## config.mk

```make
export PLATFORM = sky130hd
export DESIGN_NAME = neighbor_cache_nud_engine_flat
export DESIGN_NICKNAME = d
export VERILOG_FILES = /design/src/hw/rtl/ncn_pkg.sv /design/src/hw/rtl/ncn_if.sv /design/src/hw/rtl/neighbor_cache_nud_engine.sv /design/src/flat_wrapper.sv
export SDC_FILE = /design/constraint.sdc
export NUM_CORES = 2
export LEC_CHECK = 0
export BUFFER_PORTS_ARGS = -buffer_cell sky130_fd_sc_hd__buf_4
export CORE_ASPECT_RATIO = 2
export CORE_MARGIN = 4
export CORE_UTILIZATION = 47
export DETAILED_ROUTE_END_ITERATION = 12
export GPL_TIMING_DRIVEN = 0
export PLACE_DENSITY = 0.72
export SLEW_MARGIN = 10
export SYNTH_ARGS = -nofsm -noshare
export SYNTH_HDL_FRONTEND = slang
export SYNTH_SLANG_ARGS = --single-unit
export TNS_END_PERCENT = 30
```

## constraint.sdc

```tcl
create_clock -name clk -period 19.2 [get_ports clk]
set_input_delay 0.96 -clock clk [delete_from_list [all_inputs] [get_ports clk]]
set_output_delay 0.96 -clock clk [all_outputs]
set_load 0.1 [all_outputs]
```

## src/hw/rtl/ncn_pkg.sv

```systemverilog
// ncn_pkg: shared types, codes and constants of the neighbor cache engine
`default_nettype none
package ncn_pkg;
  localparam int TABLE_DEPTH_DEF = 16;
  localparam int TIMER_BITS_DEF = 16;
  localparam int MAX_RESULTS = 16;
  localparam int CFG_IDX_W = 3;
  localparam int CFG_DATA_W = 16;

  localparam logic [1:0] OP_SEND = 2'd0;
  localparam logic [1:0] OP_LEARN = 2'd1;
  localparam logic [1:0] OP_CONFIRM = 2'd2;
  localparam logic [1:0] OP_TICK = 2'd3;

  localparam logic [2:0] ACT_NONE = 3'd0;
  localparam logic [2:0] ACT_TX = 3'd1;
  localparam logic [2:0] ACT_DROP = 3'd2;
  localparam logic [2:0] ACT_MSOL = 3'd3;
  localparam logic [2:0] ACT_USOL = 3'd4;

  localparam logic [1:0] STS_OK = 2'd0;
  localparam logic [1:0] STS_UNREACH = 2'd1;
  localparam logic [1:0] STS_FULL = 2'd2;

  localparam logic [2:0] NS_INCOMPLETE = 3'd0;
  localparam logic [2:0] NS_REACHABLE = 3'd1;
  localparam logic [2:0] NS_STALE = 3'd2;
  localparam logic [2:0] NS_DELAY = 3'd3;
  localparam logic [2:0] NS_PROBE = 3'd4;
  localparam logic [2:0] NS_FAILED = 3'd5;

  localparam logic [CFG_IDX_W-1:0] CFG_IPV6_MODE = 3'd0;
  localparam logic [CFG_IDX_W-1:0] CFG_REACHABLE = 3'd1;
  localparam logic [CFG_IDX_W-1:0] CFG_RETRANS = 3'd2;
  localparam logic [CFG_IDX_W-1:0] CFG_DELAY_PROBE = 3'd3;
  localparam logic [CFG_IDX_W-1:0] CFG_MAX_MCAST = 3'd4;
  localparam logic [CFG_IDX_W-1:0] CFG_MAX_UCAST = 3'd5;

  localparam logic [15:0] REACHABLE_RST = 16'd30000;
  localparam logic [15:0] RETRANS_RST = 16'd1000;
  localparam logic [15:0] DELAY_PROBE_RST = 16'd5000;
  localparam logic [3:0] MAX_SOLICIT_RST = 4'd3;

  typedef struct packed {
    logic [2:0] action;
    logic [1:0] status;
    logic [15:0] out_handle;
    logic [47:0] out_l2_addr;
    logic [63:0] out_l3_hi;
    logic [63:0] out_l3_lo;
    logic last;
  } ncn_res_t;
endpackage
`default_nettype wire

```

## src/hw/rtl/ncn_if.sv

```systemverilog
// ncn_in_if / ncn_out_if: valid-ready channels for request and result items
`default_nettype none
interface ncn_in_if;
  logic valid;
  logic ready;
  logic [1:0] opcode;
  logic [63:0] l3_addr_hi;
  logic [63:0] l3_addr_lo;
  logic [47:0] l2_addr;
  logic solicited;
  logic [15:0] packet_handle;
  modport source (output valid, opcode, l3_addr_hi, l3_addr_lo, l2_addr, solicited,
                  packet_handle, input ready);
  modport sink (input valid, opcode, l3_addr_hi, l3_addr_lo, l2_addr, solicited,
                packet_handle, output ready);
endinterface

interface ncn_out_if;
  logic valid;
  logic ready;
  logic [2:0] action;
  logic [1:0] status;
  logic [15:0] out_handle;
  logic [47:0] out_l2_addr;
  logic [63:0] out_l3_hi;
  logic [63:0] out_l3_lo;
  logic last;
  modport source (output valid, action, status, out_handle, out_l2_addr, out_l3_hi,
                  out_l3_lo, last, input ready);
  modport sink (input valid, action, status, out_handle, out_l2_addr, out_l3_hi,
                out_l3_lo, last, output ready);
endinterface
`default_nettype wire

```

## src/hw/rtl/neighbor_cache_nud_engine.sv

```systemverilog
// neighbor_cache_nud_engine: neighbor cache with reachability detection
`default_nettype none
// One item at a time. A scan reads each table entry in turn from the entry
// memory (read, then evaluate) and stalls while the result channel is full;
// then send, learn and confirm act on the matched or free entry.
// Results of one item leave in order, the final one flagged by last;
// one result is held back so that last can be set on it.
module neighbor_cache_nud_engine #(
  parameter int TABLE_DEPTH = ncn_pkg::TABLE_DEPTH_DEF,
  parameter int TIMER_BITS = ncn_pkg::TIMER_BITS_DEF
) (
  input wire logic clk,
  input wire logic rst_n,
  ncn_in_if.sink in_ch,
  ncn_out_if.source out_ch,
  input wire logic cfg_we,
  input wire logic [ncn_pkg::CFG_IDX_W-1:0] cfg_idx,
  input wire logic [ncn_pkg::CFG_DATA_W-1:0] cfg_wdata
);
  import ncn_pkg::*;

  localparam int IW = (TABLE_DEPTH > 1) ? $clog2(TABLE_DEPTH) : 1;
  localparam int CW = $clog2(MAX_RESULTS + 1);
  localparam logic [IW-1:0] LAST_IDX = IW'(TABLE_DEPTH - 1);
  localparam logic [31:0] TMAX = 32'((64'd1 << TIMER_BITS) - 64'd1);

  typedef struct packed {
    logic [63:0] key_hi;
    logic [63:0] key_lo;
    logic [47:0] link;
    logic [2:0] st;
    logic [3:0] probe;
    logic [TIMER_BITS-1:0] timer;
    logic [15:0] ph;
  } entry_t;

  localparam logic [2:0] S_IDLE = 3'd0;
  localparam logic [2:0] S_RD = 3'd1;
  localparam logic [2:0] S_EV = 3'd2;
  localparam logic [2:0] S_ARD = 3'd3;
  localparam logic [2:0] S_ACT = 3'd4;
  localparam logic [2:0] S_FIN = 3'd5;

  function automatic logic [TIMER_BITS-1:0] sat_load(input logic [15:0] t);
    logic [31:0] wide;
    wide = {16'd0, t};
    if (wide > TMAX) begin
      return TMAX[TIMER_BITS-1:0];
    end
    return wide[TIMER_BITS-1:0];
  endfunction

  logic ipv6_r;
  logic [15:0] reach_r, retrans_r, dprobe_r;
  logic [3:0] mmax_r, umax_r;

  logic [2:0] state_r, state_nxt;
  logic [IW-1:0] idx_r, idx_nxt;
  logic [1:0] op_r;
  logic [63:0] hi_r, lo_r;
  logic [47:0] l2_r;
  logic sol_r;
  logic [15:0] h_r;
  logic match_r, free_r;
  logic [IW-1:0] mi_r, fi_r;
  logic [CW-1:0] cnt_r;

  logic [TABLE_DEPTH-1:0] valid_r, armed_r, pend_r;
  entry_t mem [TABLE_DEPTH];
  entry_t rd_r;

  logic hold_v_r, out_v_r;
  ncn_res_t hold_r, out_r;
  ncn_res_t hold_fin;

  entry_t w;
  logic wr;
  logic [IW-1:0] waddr;
  logic set_valid, armed_we, armed_val, pend_we, pend_val;
  logic res_go;
  ncn_res_t res;
  logic out_free, stall, key_hit, gives, accept;

  assign accept = in_ch.valid && in_ch.ready;
  assign in_ch.ready = (state_r == S_IDLE);
  assign out_free = !out_v_r || out_ch.ready;
  assign stall = res_go && hold_v_r && !out_free;
  assign key_hit = ipv6_r ? (rd_r.key_hi == hi_r && rd_r.key_lo == lo_r)
                          : (rd_r.key_lo[31:0] == lo_r[31:0]);

  assign out_ch.valid = out_v_r;
  assign out_ch.action = out_r.action;
  assign out_ch.status = out_r.status;
  assign out_ch.out_handle = out_r.out_handle;
  assign out_ch.out_l2_addr = out_r.out_l2_addr;
  assign out_ch.out_l3_hi = out_r.out_l3_hi;
  assign out_ch.out_l3_lo = out_r.out_l3_lo;
  assign out_ch.last = out_r.last;

  always_comb begin
    hold_fin = hold_r;
    hold_fin.last = 1'b1;
  end

  always_comb begin
    w = rd_r;
    wr = 1'b0;
    waddr = idx_r;
    set_valid = 1'b0;
    armed_we = 1'b0;
    armed_val = 1'b0;
    pend_we = 1'b0;
    pend_val = 1'b0;
    res_go = 1'b0;
    res = '0;
    gives = 1'b0;
    case (rd_r.st)
      NS_DELAY: gives = ipv6_r;
      NS_PROBE: gives = (rd_r.probe >= umax_r) ? pend_r[idx_r] : ipv6_r;
      NS_INCOMPLETE: gives = (rd_r.probe >= mmax_r) ? pend_r[idx_r] : 1'b1;
      default: gives = 1'b0;
    endcase
    case (state_r)
      S_EV: begin
        if (op_r == OP_TICK && valid_r[idx_r] && armed_r[idx_r]) begin
          wr = 1'b1;
          if (rd_r.timer > TIMER_BITS'(1)) begin
            w.timer = rd_r.timer - TIMER_BITS'(1);
          end else if (cnt_r >= CW'(MAX_RESULTS) && gives) begin
            w.timer = TIMER_BITS'(1);
          end else begin
            armed_we = 1'b1;
            case (rd_r.st)
              NS_REACHABLE: w.st = NS_STALE;
              NS_DELAY, NS_PROBE: begin
                if (rd_r.st == NS_PROBE && rd_r.probe >= umax_r) begin
                  w.st = NS_FAILED;
                  if (pend_r[idx_r]) begin
                    pend_we = 1'b1;
                    res_go = 1'b1;
                    res.action = ACT_DROP;
                    res.status = STS_UNREACH;
                    res.out_handle = rd_r.ph;
                  end
                end else begin
                  w.st = NS_PROBE;
                  w.probe = (rd_r.st == NS_DELAY) ? 4'd1 : rd_r.probe + 4'd1;
                  armed_val = 1'b1;
                  w.timer = sat_load(retrans_r);
                  if (ipv6_r) begin
                    res_go = 1'b1;
                    res.action = ACT_USOL;
                    res.out_l2_addr = rd_r.link;
                    res.out_l3_hi = rd_r.key_hi;
                    res.out_l3_lo = rd_r.key_lo;
                  end
                end
              end
              NS_INCOMPLETE: begin
                if (rd_r.probe >= mmax_r) begin
                  w.st = NS_FAILED;
                  if (pend_r[idx_r]) begin
                    pend_we = 1'b1;
                    res_go = 1'b1;
                    res.action = ACT_DROP;
                    res.status = STS_UNREACH;
                    res.out_handle = rd_r.ph;
                  end
                end else begin
                  w.probe = rd_r.probe + 4'd1;
                  armed_val = 1'b1;
                  w.timer = sat_load(retrans_r);
                  res_go = 1'b1;
                  res.action = ACT_MSOL;
                  res.out_l3_hi = rd_r.key_hi;
                  res.out_l3_lo = rd_r.key_lo;
                end
              end
              default: w.st = rd_r.st;
            endcase
          end
        end
      end
      S_ACT: begin
        waddr = match_r ? mi_r : fi_r;
        if (!match_r) begin
          w.key_hi = ipv6_r ? hi_r : 64'd0;
          w.key_lo = ipv6_r ? lo_r : {32'd0, lo_r[31:0]};
          w.link = '0;
          w.probe = '0;
          w.timer = '0;
          w.ph = '0;
        end
        case (op_r)
          OP_SEND: begin
            res_go = 1'b1;
            if (match_r) begin
              case (rd_r.st)
                NS_STALE: begin
                  wr = 1'b1;
                  w.st = NS_DELAY;
                  armed_we = 1'b1;
                  armed_val = 1'b1;
                  w.timer = sat_load(dprobe_r);
                  res.action = ACT_TX;
                  res.out_handle = h_r;
                  res.out_l2_addr = rd_r.link;
                end
                NS_INCOMPLETE: begin
                  wr = 1'b1;
                  pend_we = 1'b1;
                  pend_val = 1'b1;
                  w.ph = h_r;
                  if (pend_r[mi_r]) begin
                    res.action = ACT_DROP;
                    res.out_handle = rd_r.ph;
                  end
                end
                NS_FAILED: begin
                  res.action = ACT_DROP;
                  res.status = STS_UNREACH;
                  res.out_handle = h_r;
                end
                default: begin
                  res.action = ACT_TX;
                  res.out_handle = h_r;
                  res.out_l2_addr = rd_r.link;
                end
              endcase
            end else if (free_r) begin
              wr = 1'b1;
              set_valid = 1'b1;
              w.st = NS_INCOMPLETE;
              w.probe = 4'd1;
              pend_we = 1'b1;
              pend_val = 1'b1;
              w.ph = h_r;
              armed_we = 1'b1;
              armed_val = 1'b1;
              w.timer = sat_load(retrans_r);
              res.action = ACT_MSOL;
              res.out_l3_hi = w.key_hi;
              res.out_l3_lo = w.key_lo;
            end else begin
              res.action = ACT_DROP;
              res.status = STS_FULL;
              res.out_handle = h_r;
            end
          end
          OP_LEARN: begin
            if (match_r || free_r) begin
              wr = 1'b1;
              set_valid = !match_r;
              if (!match_r) begin
                pend_we = 1'b1;
              end
              w.link = l2_r;
              w.probe = '0;
              armed_we = 1'b1;
              if (sol_r) begin
                w.st = NS_REACHABLE;
                armed_val = 1'b1;
                w.timer = sat_load(reach_r);
                if (match_r && pend_r[mi_r]) begin
                  pend_we = 1'b1;
                  res_go = 1'b1;
                  res.action = ACT_TX;
                  res.out_handle = rd_r.ph;
                  res.out_l2_addr = l2_r;
                end
              end else begin
                w.st = NS_STALE;
              end
            end
          end
          OP_CONFIRM: begin
            if (match_r && rd_r.st != NS_INCOMPLETE && rd_r.st != NS_FAILED) begin
              wr = 1'b1;
              w.st = NS_REACHABLE;
              w.probe = '0;
              armed_we = 1'b1;
              armed_val = 1'b1;
              w.timer = sat_load(reach_r);
            end
          end
          default: wr = 1'b0;
        endcase
      end
      default: wr = 1'b0;
    endcase
  end

  always_comb begin
    state_nxt = state_r;
    idx_nxt = idx_r;
    case (state_r)
      S_IDLE: begin
        if (accept) begin
          state_nxt = S_RD;
          idx_nxt = '0;
        end
      end
      S_RD: state_nxt = S_EV;
      S_EV: begin
        if (!stall) begin
          if (idx_r != LAST_IDX) begin
            idx_nxt = idx_r + IW'(1);
            state_nxt = S_RD;
          end else if (op_r == OP_TICK) begin
            state_nxt = S_FIN;
          end else if (match_r || (valid_r[idx_r] && key_hit)) begin
            idx_nxt = match_r ? mi_r : idx_r;
            state_nxt = S_ARD;
          end else begin
            state_nxt = S_ACT;
          end
        end
      end
      S_ARD: state_nxt = S_ACT;
      S_ACT: begin
        if (!stall) begin
          state_nxt = S_FIN;
        end
      end
      S_FIN: begin
        if (!hold_v_r || out_free) begin
          state_nxt = S_IDLE;
        end
      end
      default: state_nxt = S_IDLE;
    endcase
  end

  always_ff @(posedge clk) begin
    rd_r <= mem[idx_r];
    if (wr && !stall) begin
      mem[waddr] <= w;
    end
  end

  always_ff @(posedge clk) begin
    if (accept) begin
      op_r <= in_ch.opcode;
      hi_r <= in_ch.l3_addr_hi;
      lo_r <= in_ch.l3_addr_lo;
      l2_r <= in_ch.l2_addr;
      sol_r <= in_ch.solicited;
      h_r <= in_ch.packet_handle;
    end
    if (state_r == S_EV) begin
      if (valid_r[idx_r] && key_hit && !match_r) begin
        mi_r <= idx_r;
      end
      if (!valid_r[idx_r] && !free_r) begin
        fi_r <= idx_r;
      end
    end
    if (res_go && !stall) begin
      hold_r <= res;
      if (hold_v_r) begin
        out_r <= hold_r;
      end
    end else if (state_r == S_FIN && hold_v_r && out_free) begin
      out_r <= hold_fin;
    end
  end

  always_ff @(posedge clk) begin
    if (!rst_n) begin
      state_r <= S_IDLE;
      idx_r <= '0;
      match_r <= 1'b0;
      free_r <= 1'b0;
      cnt_r <= '0;
      valid_r <= '0;
      armed_r <= '0;
      pend_r <= '0;
      hold_v_r <= 1'b0;
      out_v_r <= 1'b0;
      ipv6_r <= 1'b0;
      reach_r <= REACHABLE_RST;
      retrans_r <= RETRANS_RST;
      dprobe_r <= DELAY_PROBE_RST;
      mmax_r <= MAX_SOLICIT_RST;
      umax_r <= MAX_SOLICIT_RST;
    end else begin
      state_r <= state_nxt;
      idx_r <= idx_nxt;
      if (cfg_we) begin
        case (cfg_idx)
          CFG_IPV6_MODE: ipv6_r <= cfg_wdata[0];
          CFG_REACHABLE: reach_r <= cfg_wdata;
          CFG_RETRANS: retrans_r <= cfg_wdata;
          CFG_DELAY_PROBE: dprobe_r <= cfg_wdata;
          CFG_MAX_MCAST: mmax_r <= cfg_wdata[3:0];
          CFG_MAX_UCAST: umax_r <= cfg_wdata[3:0];
          default: ipv6_r <= ipv6_r;
        endcase
      end
      if (accept) begin
        match_r <= 1'b0;
        free_r <= 1'b0;
        cnt_r <= '0;
      end
      if (state_r == S_EV) begin
        if (valid_r[idx_r] && key_hit) begin
          match_r <= 1'b1;
        end
        if (!valid_r[idx_r]) begin
          free_r <= 1'b1;
        end
      end
      if (!stall) begin
        if (set_valid) begin
          valid_r[waddr] <= 1'b1;
        end
        if (armed_we) begin
          armed_r[waddr] <= armed_val;
        end
        if (pend_we) begin
          pend_r[waddr] <= pend_val;
        end
      end
      if (res_go && !stall) begin
        hold_v_r <= 1'b1;
        cnt_r <= cnt_r + CW'(1);
      end else if (state_r == S_FIN && hold_v_r && out_free) begin
        hold_v_r <= 1'b0;
      end
      if ((res_go && !stall && hold_v_r) ||
          (state_r == S_FIN && hold_v_r && out_free)) begin
        out_v_r <= 1'b1;
      end else if (out_v_r && out_ch.ready) begin
        out_v_r <= 1'b0;
      end
    end
  end

  a_idle_no_hold: assert property (@(posedge clk) disable iff (!rst_n)
    (state_r == S_IDLE) |-> !hold_v_r)
    else $error("held result left over in idle");
  a_cnt_cap: assert property (@(posedge clk) disable iff (!rst_n)
    cnt_r <= CW'(MAX_RESULTS))
    else $error("result count over limit");
  a_accept_scan: assert property (@(posedge clk) disable iff (!rst_n)
    accept |=> (state_r == S_RD && idx_r == '0))
    else $error("scan did not start at entry zero");
  a_stall_keeps: assert property (@(posedge clk) disable iff (!rst_n)
    stall |=> $stable(idx_r))
    else $error("scan moved while result path was blocked");
endmodule
`default_nettype wire
```

## src/flat_wrapper.sv

```systemverilog
// flat-port wrapper written by rule: the top's interface ports become plain ports
module neighbor_cache_nud_engine_flat import ncn_pkg::*;
#(
  parameter int TABLE_DEPTH = ncn_pkg::TABLE_DEPTH_DEF,
  parameter int TIMER_BITS = ncn_pkg::TIMER_BITS_DEF
)
  (clk, rst_n, cfg_we, cfg_idx, cfg_wdata, in_ch_valid, in_ch_opcode, in_ch_l3_addr_hi, in_ch_l3_addr_lo, in_ch_l2_addr, in_ch_solicited, in_ch_packet_handle, in_ch_ready, out_ch_valid, out_ch_action, out_ch_status, out_ch_out_handle, out_ch_out_l2_addr, out_ch_out_l3_hi, out_ch_out_l3_lo, out_ch_last, out_ch_ready);
  ncn_in_if in_ch_i ();
  ncn_out_if out_ch_i ();
  input wire logic clk;
  input wire logic rst_n;
  input wire logic cfg_we;
  input wire logic [ncn_pkg::CFG_IDX_W-1:0] cfg_idx;
  input wire logic [ncn_pkg::CFG_DATA_W-1:0] cfg_wdata;
  input wire logic [$bits(in_ch_i.valid)-1:0] in_ch_valid;
  input wire logic [$bits(in_ch_i.opcode)-1:0] in_ch_opcode;
  input wire logic [$bits(in_ch_i.l3_addr_hi)-1:0] in_ch_l3_addr_hi;
  input wire logic [$bits(in_ch_i.l3_addr_lo)-1:0] in_ch_l3_addr_lo;
  input wire logic [$bits(in_ch_i.l2_addr)-1:0] in_ch_l2_addr;
  input wire logic [$bits(in_ch_i.solicited)-1:0] in_ch_solicited;
  input wire logic [$bits(in_ch_i.packet_handle)-1:0] in_ch_packet_handle;
  output wire logic [$bits(in_ch_i.ready)-1:0] in_ch_ready;
  output wire logic [$bits(out_ch_i.valid)-1:0] out_ch_valid;
  output wire logic [$bits(out_ch_i.action)-1:0] out_ch_action;
  output wire logic [$bits(out_ch_i.status)-1:0] out_ch_status;
  output wire logic [$bits(out_ch_i.out_handle)-1:0] out_ch_out_handle;
  output wire logic [$bits(out_ch_i.out_l2_addr)-1:0] out_ch_out_l2_addr;
  output wire logic [$bits(out_ch_i.out_l3_hi)-1:0] out_ch_out_l3_hi;
  output wire logic [$bits(out_ch_i.out_l3_lo)-1:0] out_ch_out_l3_lo;
  output wire logic [$bits(out_ch_i.last)-1:0] out_ch_last;
  input wire logic [$bits(out_ch_i.ready)-1:0] out_ch_ready;
  assign in_ch_i.valid = in_ch_valid;
  assign in_ch_i.opcode = in_ch_opcode;
  assign in_ch_i.l3_addr_hi = in_ch_l3_addr_hi;
  assign in_ch_i.l3_addr_lo = in_ch_l3_addr_lo;
  assign in_ch_i.l2_addr = in_ch_l2_addr;
  assign in_ch_i.solicited = in_ch_solicited;
  assign in_ch_i.packet_handle = in_ch_packet_handle;
  assign in_ch_ready = in_ch_i.ready;
  assign out_ch_valid = out_ch_i.valid;
  assign out_ch_action = out_ch_i.action;
  assign out_ch_status = out_ch_i.status;
  assign out_ch_out_handle = out_ch_i.out_handle;
  assign out_ch_out_l2_addr = out_ch_i.out_l2_addr;
  assign out_ch_out_l3_hi = out_ch_i.out_l3_hi;
  assign out_ch_out_l3_lo = out_ch_i.out_l3_lo;
  assign out_ch_last = out_ch_i.last;
  assign out_ch_i.ready = out_ch_ready;
  neighbor_cache_nud_engine #(.TABLE_DEPTH(TABLE_DEPTH), .TIMER_BITS(TIMER_BITS)) u_core (.clk(clk), .rst_n(rst_n), .in_ch(in_ch_i), .out_ch(out_ch_i), .cfg_we(cfg_we), .cfg_idx(cfg_idx), .cfg_wdata(cfg_wdata));
endmodule
```

==> results.md <==
- Leak pwr: between 60 and 70 nW
- DR iter-0 viols: about 13000
- Clock Sinks: approximately 4400
- CTS tree: built
- Setup TNS: 0 ns
- Layout cell share with drive strength beyond 1: 29.2%
- RePlAce Congestion: slightly above 0.9
- Post_cts resized: 0
- Initial DRT Pass Iterations: 7
- Post-Syn Nets: 7872
- Hold_buf cts: 0
- CP top delay family: simple AND/OR/NAND/NOR gates
- Nature of the critical path startpoint: register
- Initial antenna violation count: 27
- Num CTS Buffers: ~380
- Final period util: about a third
- Async SR Flop Fraction: 0%
- Setup Viol. Count Final: 0
- Max Fclk: ~160 MHz
- CTS clk-pin slew, worst paths: around 0.070 ns
- Top post-synthesis cells by area: edfxtp_1, mux4_2, dfxtp_1
- Worst Path Max Fanout: 10
- Max-slew violations: 0
- Mean post-synth cell area: approximately 22 um2
- Largest net degree at the start of global routing: 91
- Routed len/inst: 34.9 um
- Synth cell types: between 80 and 90
- Synth top cells by count: edfxtp_1, mux4_2, nand2_1
- Post-DP HPWL: roughly 330 mm
- Status: complete, no violations
- Die X: between 400 and 500 um
- Area occupied by multi-input gates: around 35000 um2
- FF+latch count, synth: around 4400
- Setup WS pre-CTS: around 13 ns
- Vias in the first global route: just under 90000
- Most frequent CP cell: buf_4
- Crit path arrival time: around 6.8 ns
- Clk_lat worst skew: approximately 0.96 ns
- Worst vdd ir: ~89 uV
- Nets: 9060
- FF+latch area: 128000 um2
- GRT Total Usage: a little over a quarter
- Reg-to-reg slack, setup: 13.04 ns
- Die area: ~360000 um2
- Slew HR: roughly 1.9%
- Total Wirelength: around 480 mm
- Mapped Cells: ~7600
- Layout area overhead: 16.5%
- DR vias: ~87000
- Vias/cell: between 6 and 7
- Clk buf depth: 4
- CP Capture Type: register
- Port bufs: 417
- Count of boundary I/O pins: between 400 and 500
- Cell Area, Synth: roughly 160000 um2
- DRC: 0
- Post-CTS Setup Inserts: 0
- FP Rows: between 300 and 400
- RSZ-0062 raised after global routing: no
- Slew of the pin with the lowest slew margin: ~1.5 ns
- Crit Path Class: register to register
- Antenna viol nets, final: 0
- Crit-path slowest cell: nor3_2
- Top-count cell post-synth: edfxtp_1
- Die Y: roughly 850 um
- Hold Crit Class: primary input to register
- H-Tree Level Count: 5
- Crit path cell chain: buf_2 > mux4_2 > nor2_1 > nor4_1 > a31oi_2 > nor2_1 > o21ai_1 > nor3_2 > buf_4 > buf_8 > buf_6 > buf_6 > buf_4 > buf_4 > buf_8
- Tmin final: 6.16 ns
- Total gr overflow: 0
- Core region area: between 300000 and 400000 um2
- Final worst slack: roughly 13 ns
- EDFF count, synth: around 4000
- Critical Path Max Stage Delay: a little under 0.9 ns
- PD cells: between 100 and 150 nW/um2
- Fill cells: 25700
- Primary FF master, synth: edfxtp_1
- Largest area contributor in the netlist: edfxtp_1
- Synth top area share: 73.5%
- Critical Path RT: between 15 and 20 ns
- First-pass GRT wire length: roughly 670 mm
- Ys Warns: 0
- Sequential area share after synthesis: between 70 and 80%
- Worst-case clock skew: 0.0865 ns
- Initial Util: 47.2%
- Final-report hold violation count: 0
- Number of max-cap violations: 0
- WP buf/inv: 8
- Clk root buf: clkbuf_16
==> sequential cells by signal, summed over array words and instances (netlist names), 48 cells and up <==
signal / flops
u_core.hi_r: 64
u_core.out_ch.out_l3_lo: 64
u_core.mem: 3440
u_core.out_ch.out_l3_hi: 64
u_core.lo_r: 64
u_core.rd_r: 215
u_core.hold_fin: 197
u_core.out_ch.out_l2_addr: 48
u_core.l2_r: 48
==> layout make-up <==
cell class / instances / area share [%]
clock buffers: 499 / 5.39
repair buffers: 808 / 4.47
flip-flops and latches: 4374 / 66.6
well taps: 4635 / 3.02
multi-input cells: 2798 / 18.3
inverters: 37 / 0.0800
diodes: 10 / 0.0130
plain buffers: 430 / 0.968
clock inverters: 202 / 1.18
==> layout by cell type, fill, tap and decap left out, drive strengths merged, types with 5 or more instances in the layout <==
master,n
or3,5
nand2b,13
or2,7
and2,8
inv,53
a21o,11
a31oi,40
mux2i,61
a22o,257
nor4,18
nor3,20
clkinvlp,26
diode,10
buf,934
mux4,1071
clkinv,125
a221o,9
edfxtp,4038
a211oi,29
dfxtp,336
xnor2,107
o22ai,9
a221oi,24
a31o,5
mux2,51
ha,14
clkbuf,803
nor2,110
a21oi,112
a22oi,12
nor3b,8
o21ai,152
nor2b,32
o21bai,5
xor2,17
bufinv,35
nand4,30
nand3,51
nand2,450
==> worst paths after layout <==
| kind | startpoint | end | depth (start not counted) |
|---|---|---|---|
| hold / removal | in_ch_packet_handle[0] | u_core.h_r[0] | 1 |
| hold reg to reg | u_core.hold_fin[37] | u_core.out_ch.out_l3_lo[36] | 0 |
| setup reg to reg | u_core.idx_r[2] | u_core.mem[13][104] | 15 |
| setup / recovery | u_core.idx_r[2] | u_core.mem[13][104] | 15 |
==> per-stage QoR <==
step	utilization (%)	cells	hold WS (ns)	power [W]	instance area [um2]
final	55.0	13800	0.173	0.0202	192000
after detailed placement	51.3	13100	0.405	0.0125	179000
after floorplan	-	7639	0.400	0.0119	165000
after global placement	49.8	12700	0.408	0.0125	174000
after global routing	55.0	13800	0.138	0.0207	192000
after CTS	54.9	13800	0.104	0.0202	192000
==> layer usage <==
| layer | global-route usage, % | share of wire [%] | up-vias |
|---|---|---|---|
| met4 | 14.8 | 6.9 | 12 |
| met3 | 5.04 | 9.7 | 1291 |
| met1 | 32.9 | 34 | 45200 |
| met5 | 0.407 | 0.055 | - |
| li1 | - | - | 34200 |
| met2 | 43.6 | 49 | 6030 |
==> logic make-up (layout without fill, tap and decap cells) <==
family | Yosys count | after routing | share of synthesized area, %
AND/OR/NAND/NOR | 770 | 770 | 2.07
AO/OA/AOI/OAI | 707 | 707 | 3.07
multiplexers | 1183 | 1183 | 15.3
flip-flops | 4374 | 4374 | 77.6
adder cells (fa/ha/maj) | 14 | 14 | 0.106
XOR/XNOR | 124 | 124 | 0.658
other | 0 | 10 | 0
buffers and inverters | 467 | 1976 | 1.18
==> where the power goes <==
part / internal [W] / switching [W] / total (W)
clock network: 0.00432 / 0.00354 / 0.00786
registers: 0.0108 / 0.000153 / 0.0109
logic: 0.000476 / 0.000930 / 0.00141
total: 0.0156 / 0.00462 / 0.0202
No activity file was read; power rests on OpenSTA's default activity.
